[config.mk]
export PLATFORM = sky130hd
export DESIGN_NAME = one_shot_timer_bank
export DESIGN_NICKNAME = d
export VERILOG_FILES = /design/src/rtl/core/ostb_pkg.sv /design/src/rtl/core/ostb_slot.sv /design/src/rtl/core/one_shot_timer_bank.sv
export SDC_FILE = /design/constraint.sdc
export NUM_CORES = 2
export LEC_CHECK = 0
export ABC_AREA = 0
export BUFFER_PORTS_ARGS = -buffer_cell sky130_fd_sc_hd__buf_2
export CAP_MARGIN = 20
export CORE_UTILIZATION = 55
export CTS_BUF_LIST = sky130_fd_sc_hd__clkbuf_16
export CTS_CLUSTER_SIZE = 25
export DETAILED_ROUTE_END_ITERATION = 10
export PLACE_DENSITY = 0.7
export SETUP_SLACK_MARGIN = 0.3
export SLEW_MARGIN = 20
export SYNTH_ARGS = -nofsm -noshare
export SYNTH_HDL_FRONTEND = slang
export SYNTH_HIERARCHICAL = 1
export SYNTH_SLANG_ARGS = --single-unit
[constraint.sdc]
create_clock -name clock -period 6 [get_ports clock]
set_input_delay 0.3 -clock clock [delete_from_list [all_inputs] [get_ports clock]]
set_output_delay 0.3 -clock clock [all_outputs]
set_load 0.03 [all_outputs]
[src/rtl/core/ostb_pkg.sv]
package ostb_pkg;

   localparam int unsigned MODE_WIDTH  = 3;
   localparam int unsigned ID_WIDTH    = 3;
   localparam int unsigned COUNT_WIDTH = 32;
   localparam int unsigned STATE_WIDTH = 2;
   localparam int unsigned MASK_WIDTH  = 8;
   localparam int unsigned NUM_IDS     = 2 ** ID_WIDTH;

   // command codes
   localparam logic [MODE_WIDTH-1:0] MODE_TICK    = 3'd0;
   localparam logic [MODE_WIDTH-1:0] MODE_CREATE  = 3'd1;
   localparam logic [MODE_WIDTH-1:0] MODE_CONTROL = 3'd2;
   localparam logic [MODE_WIDTH-1:0] MODE_DELETE  = 3'd3;
   localparam logic [MODE_WIDTH-1:0] MODE_RESET   = 3'd4;
   localparam logic [MODE_WIDTH-1:0] MODE_GET     = 3'd5;

   // get-state answers
   localparam logic [STATE_WIDTH-1:0] ST_STOPPED = 2'd0;
   localparam logic [STATE_WIDTH-1:0] ST_RUNNING = 2'd1;
   localparam logic [STATE_WIDTH-1:0] ST_INVALID = 2'd2;

   typedef struct packed {
      logic [MODE_WIDTH-1:0]  mode;
      logic [ID_WIDTH-1:0]    timer_id;
      logic [COUNT_WIDTH-1:0] period;
      logic                   run_request;
      logic                   has_action;
   } req_type;

   typedef struct packed {
      logic                   status;
      logic [STATE_WIDTH-1:0] timer_state;
      logic [MASK_WIDTH-1:0]  fired_mask;
   } rsp_type;

   // broadcast to every slot for the item being executed
   typedef struct packed {
      logic                   tick;
      logic                   create;
      logic                   control;
      logic                   remove;
      logic                   restart;
      logic                   run_request;
      logic                   has_action;
      logic [COUNT_WIDTH-1:0] period;
   } slot_cmd_type;

   typedef struct packed {
      logic valid;
      logic running;
      logic fired;
   } slot_stat_type;

endpackage

[src/rtl/core/ostb_slot.sv]
module ostb_slot import ostb_pkg::*; (
   input  logic          clock,
   input  logic          reset,
   input  slot_cmd_type  cmd,
   input  logic          hit,
   output slot_stat_type stat
);

   logic                   valid_ff, valid_in;
   logic                   running_ff, running_in;
   logic [COUNT_WIDTH-1:0] count_ff, count_in;
   logic [COUNT_WIDTH-1:0] period_ff, period_in;

   logic [COUNT_WIDTH-1:0] count_inc;
   logic                   active;
   logic                   expire;

   // saturating increment
   assign count_inc = (count_ff == '1) ? count_ff : count_ff + 1'b1;
   assign expire    = (count_inc >= period_ff);
   assign active    = valid_ff && running_ff;

   always_comb begin
      valid_in   = valid_ff;
      running_in = running_ff;
      count_in   = count_ff;
      period_in  = period_ff;
      if (cmd.tick && active) begin
         count_in = count_inc;
         if (expire) begin
            running_in = 1'b0;
         end
      end
      if (hit) begin
         priority if (cmd.create) begin
            valid_in   = cmd.has_action;
            running_in = cmd.run_request;
            count_in   = '0;
            period_in  = cmd.period;
         end else if (cmd.control && valid_ff) begin
            running_in = cmd.run_request;
         end else if (cmd.remove && valid_ff) begin
            valid_in   = 1'b0;
            running_in = 1'b0;
            count_in   = '0;
            period_in  = '0;
         end else if (cmd.restart && valid_ff) begin
            running_in = cmd.run_request;
            count_in   = '0;
         end else begin
            // tick, get, empty slot or no command this cycle: hit makes no change
         end
      end
   end

   always_ff @(posedge clock) begin
      if (reset) begin
         valid_ff   <= 1'b0;
         running_ff <= 1'b0;
         count_ff   <= '0;
         period_ff  <= '0;
      end else begin
         valid_ff   <= valid_in;
         running_ff <= running_in;
         count_ff   <= count_in;
         period_ff  <= period_in;
      end
   end

   assign stat.valid   = valid_ff;
   assign stat.running = running_ff;
   assign stat.fired   = cmd.tick && active && expire;

endmodule

[src/rtl/core/one_shot_timer_bank.sv]
// Channel  Dir  Handshake              Payload
// req      in   req_valid / req_ready  req_data  (req_type: command, slot, period, flags)
// rsp      out  rsp_valid / rsp_ready  rsp_data  (rsp_type: status, state, fired mask)
//
// One transfer in, one transfer out per command, in order.
// A command passes the input register, then slot update and result register.
// Sustains one command per cycle while rsp is not stalled; the slot array is
// read and written in the same cycle the command leaves the input register.
// Synchronous active-high reset clears every slot and both valid flags.
// A stalled rsp holds the command in the input register; req_ready drops only
// when both stages are full.
module one_shot_timer_bank import ostb_pkg::*; #(
   parameter int unsigned NUM_TIMERS = 8
) (
   input  logic    clock,
   input  logic    reset,
   input  logic    req_valid,
   output logic    req_ready,
   input  req_type req_data,
   output logic    rsp_valid,
   input  logic    rsp_ready,
   output rsp_type rsp_data
);

   // input stage
   logic    item_valid_ff, item_valid_in;
   req_type item_ff;

   // result stage
   logic    rsp_valid_ff, rsp_valid_in;
   rsp_type rsp_ff, rsp_in;

   // command executes when it leaves the input register
   logic advance;

   slot_cmd_type             cmd;
   slot_stat_type            stat [NUM_TIMERS];
   logic [NUM_TIMERS-1:0]    hit_vec;
   logic [NUM_TIMERS-1:0]    valid_vec;
   logic [NUM_TIMERS-1:0]    running_vec;
   logic [NUM_TIMERS-1:0]    fired_vec;
   logic [MASK_WIDTH-1:0]    fired_mask;
   logic                     live;
   logic                     sel_running;

   assign advance   = item_valid_ff && (!rsp_valid_ff || rsp_ready);
   assign req_ready = !item_valid_ff || advance;

   assign item_valid_in = req_ready ? req_valid : item_valid_ff;

   always_ff @(posedge clock) begin
      if (reset) begin
         item_valid_ff <= 1'b0;
      end else begin
         item_valid_ff <= item_valid_in;
      end
   end

   always_ff @(posedge clock) begin
      if (req_valid && req_ready) begin
         item_ff <= req_data;
      end
   end

   // command broadcast; slot decode happens per slot via hit_vec
   always_comb begin
      cmd.tick        = advance && (item_ff.mode == MODE_TICK);
      cmd.create      = advance && (item_ff.mode == MODE_CREATE);
      cmd.control     = advance && (item_ff.mode == MODE_CONTROL);
      cmd.remove      = advance && (item_ff.mode == MODE_DELETE);
      cmd.restart     = advance && (item_ff.mode == MODE_RESET);
      cmd.run_request = item_ff.run_request;
      cmd.has_action  = item_ff.has_action;
      cmd.period      = item_ff.period;
   end

   for (genvar i = 0; i < NUM_TIMERS; i++) begin : g_slot
      // slots past the id range are reachable by ticks only
      if (i < NUM_IDS) begin : g_addr
         assign hit_vec[i] = (item_ff.timer_id == ID_WIDTH'(i));
      end else begin : g_noaddr
         assign hit_vec[i] = 1'b0;
      end

      ostb_slot u_slot (
         .clock (clock),
         .reset (reset),
         .cmd   (cmd),
         .hit   (hit_vec[i]),
         .stat  (stat[i])
      );

      assign valid_vec[i]   = stat[i].valid;
      assign running_vec[i] = stat[i].running;
      assign fired_vec[i]   = stat[i].fired;
   end

   // only the low slots have a mask bit
   for (genvar b = 0; b < MASK_WIDTH; b++) begin : g_mask
      if (b < NUM_TIMERS) begin : g_bit
         assign fired_mask[b] = fired_vec[b];
      end else begin : g_zero
         assign fired_mask[b] = 1'b0;
      end
   end

   // hit_vec is at most one-hot, so an OR-reduce selects the slot
   assign live        = |(hit_vec & valid_vec);
   assign sel_running = |(hit_vec & running_vec);

   always_comb begin
      rsp_in = '0;
      unique case (item_ff.mode)
         MODE_TICK: begin
            rsp_in.fired_mask = fired_mask;
         end
         MODE_CONTROL, MODE_DELETE, MODE_RESET: begin
            rsp_in.status = !live;
         end
         MODE_GET: begin
            if (live) begin
               rsp_in.timer_state = sel_running ? ST_RUNNING : ST_STOPPED;
            end else begin
               rsp_in.timer_state = ST_INVALID;
            end
         end
         default: begin
            // create and unused codes answer all zero
            rsp_in = '0;
         end
      endcase
   end

   assign rsp_valid_in = advance ? 1'b1 : (rsp_ready ? 1'b0 : rsp_valid_ff);

   always_ff @(posedge clock) begin
      if (reset) begin
         rsp_valid_ff <= 1'b0;
      end else begin
         rsp_valid_ff <= rsp_valid_in;
      end
   end

   always_ff @(posedge clock) begin
      if (advance) begin
         rsp_ff <= rsp_in;
      end
   end

   assign rsp_valid = rsp_valid_ff;
   assign rsp_data  = rsp_ff;

endmodule

==> out/results.ini <==
[detailed_routing]
first_iter_violations = 2490
routed_wirelength_mm = 94.8
drc = 0
dr.pass1.iters = 6
wl_per_cell_um = 18.4
num_vias = 29900
via_per_inst = 5.80
antenna_left = 0

[power]
p_int_mw = 6.48
power_mw = 8.40
p_comb_frac = 0.022
p_sw_mw = 1.93
p_seq_frac = 0.482
switching_share = 0.229
clkPwrFrac = 0.496
leakage_nw = 14.2
p_per_area_nw_per_um2 = 218
ir_worst_vdd_uv = 379

[final_layout]
fillCellCount = 5670
area_growth_pct = 9.57
final_cell_area_sq_um = 38500
drive_gt1_frac = 0.0753
final_util = 0.610
instances_no_fill = 5155
mostFrequentLayoutCells = nor2_1, dfxtp_1, nand2_1
finish.net_count = 4560
regArea_sq_um = 12100
layout_commonest_cell = nor2_1
multi_input_area_sq_um = 20800

[setup_path]
required_ns = 6.36
timing.rr.start = g_slot[7].u_slot/count_ff[0]
crit_fanout = 28
crit_top_cell = ha_1
reg2reg_slack_ns = 1.63
worst_setup_path_start_kind = flip-flop
crit_chain = ha_1, nand3_1, nor3_2, nand4_2, xnor2_1, ha_1, nand2b_1, a2111oi_0, nor4_1, or3_1, a41oi_1, a21oi_1, and2_1
rr_worst_depth = 13
critical_path.startpoint = g_slot[7].u_slot/count_ff[0]
worst-path-stages = 13
cp_slowest_cell = nand4_2
crit_buf_inv = 0
crit_family = simple AND/OR/NAND/NOR gates
worstSetupEndpointType = flip-flop
critical_path.endpoint = rsp_data[7]
crit_arrival_ns = 4.73
critPathMaxStageDelay_ns = 0.62
path_class = reg -> reg
rr_endpoint = rsp_data[7]

[global_route]
grt_antenna_before_repair = 7
grt_max_degree = 171
grt_pass1_vias = 27300
grt_first_pass_wirelength_mm = 149
grt_usage = 0.291
globalRouteOverflowTotal = 0

[sta]
fin_setup_tns_ns = 0
hold_viol = 0
fin_hold_ws_ns = 0.295
setup_viol = 0
worst_pin_slew_ns = 1.15
slew_headroom = 0.235
final_max_slew_viol_count = 0
clock.fmax_mhz = 229
finalCritPeriodShare = 0.729
setup_ws_ns = 1.63
layout_min_cycle_time_ns = 4.37
rsz0062_at_grt = no
skew_ns = 0.0250

[run]
cap_violations = 0

[floorplanning]
ios = 57
fp.dieW_um = 255
die_h_um = 255
fp-row-count = 92
dieArea_sq_um = 64900
initial_utilization = 0.557
core_sq_um = 63100

[place]
dp_hpwl_mm = 62.4
place_area_sq_um = 35800
gp_congestion = 0.888
post-place-ws_ns = 1.71
placedCellCount = 4987
io_buffers = 56

[logic_synthesis]
netlist-cell-type-count = 68
synth_fp_nets = 4606
ys_seq_area_frac = 0.346
synth-seq-cells = 581
synth_area_sq_um = 35100
synthCells = 4298
syn_area_per_cell_sq_um = 8.17
synth_edf_count = 51
synth_ff_type = dfxtp_1
async_flop_share = 0
ys_warn_count = 6

[worst_hold_path]
whs_path_depth = 2
hp-class = in -> reg

[clock_tree]
cts_resized = 0
cts_root_buf = clkbuf_16
clk_pin_slew_ns = 0.06
cts_hold_buf = 42
h-tree-depth = 3
clk_latency_ns = 0.60
clkSinkCount = 581
cts_tree = yes
cts_buffer_depth = 3
cts_setup_buffers = 0
cts_buffers = 67

[run_status]
status = completed

final cells by class:
type,instances,area share
Multi-Input combinational cell,3155,0.541
Sequential cell,581,0.316
Clock buffer,74,0.0481
Inverter,303,0.0296
Timing Repair Buffer,144,0.0277
Tap cell,846,0.0275
Clock inverter,48,0.0101
Antenna cell,4,0.000260
metal layers:
| layer | track usage | up-vias | wire (um) |
|---|---|---|---|
| met5 | 0 | - | 13 |
| li1 | - | 14800 | - |
| met3 | 0.0594 | 144 | 7700 |
| met1 | 0.401 | 14000 | 43000 |
| met4 | 0.107 | 2 | 2800 |
| met2 | 0.447 | 926 | 41300 |
power by group through the flow:
stage	Sequential, mW	Clock, mW	Combinational, mW
finish	4.05	4.16	0.185
detailed placement	4.13	0	0.160
global route	4.05	4.40	0.200
floorplan	4.06	0	0.0956
CTS	4.05	4.23	0.182
global placement	4.13	0	0.160
registers in the layout, summed over array words and instances (netlist names), 6 cells and up:
register,cells
g_slot.u_slot/valid_ff,8
cmd,34
rsp_data,11
item_ff,6
g_slot.u_slot/period_ff,256
g_slot.u_slot/count_ff,256
g_slot.u_slot/running_ff,8
worst min path at each step:
| stage | start | to | slack, ns |
|---|---|---|---|
| floorplan | reset | item_valid_ff | 0.37 |
| global placement | req_data[6] | cmd[4] | 0.48 |
| detailed placement | req_data[21] | cmd[19] | 0.48 |
| CTS | reset | g_slot[7].u_slot/period_ff[16] | 0.30 |
| global route | reset | g_slot[2].u_slot/period_ff[11] | 0.35 |
| finish | reset | g_slot[2].u_slot/period_ff[3] | 0.30 |
cells by family (layout without fill, tap and decap cells):
kind of cell             Yosys count  in the layout  share of synthesized area
XOR/XNOR                         442            442                      0.110
buffers and inverters            562            569                     0.0650
AND/OR/NAND/NOR                 1819           1819                      0.263
other                              0              4                          0
flip-flops                       581            581                      0.346
adder cells (fa/ha/maj)          264            264                     0.0941
AO/OA/AOI/OAI                    616            616                      0.117
multiplexers                      14             14                    0.00506
synthesized netlist by cell type (11+ instances only):
| cell type | n | area, sq um |
|---|---|---|
| nor3b_1 | 11 | 82.6 |
| a221oi_1 | 21 | 184 |
| and3_1 | 71 | 444 |
| nand3b_1 | 11 | 82.6 |
| and4_1 | 39 | 342 |
| clkbuf_1 | 133 | 499 |
| ha_1 | 264 | 3300 |
| nand4b_1 | 37 | 324 |
| a21oi_1 | 151 | 756 |
| and2_1 | 46 | 288 |
| or3_1 | 31 | 194 |
| a22oi_1 | 265 | 1990 |
| xnor2_1 | 233 | 2040 |
| nand3_2 | 15 | 150 |
| nand2_1 | 354 | 1330 |
| nand3_1 | 178 | 891 |
| o21ai_0 | 78 | 390 |
| buf_1 | 50 | 188 |
| nor2_1 | 661 | 2480 |
| a211oi_1 | 22 | 165 |
| nor4_1 | 23 | 144 |
| nor3_4 | 14 | 228 |
| or4_1 | 14 | 105 |
| inv_1 | 303 | 1140 |
| edfxtp_1 | 51 | 1530 |
| xor2_1 | 209 | 1830 |
| buf_4 | 16 | 120 |
| buf_2 | 54 | 270 |
| nand4_1 | 157 | 982 |
| nor3_1 | 66 | 330 |
| nor2b_1 | 25 | 156 |
| dfxtp_1 | 530 | 10600 |
(Power assumes the default switching activity.)
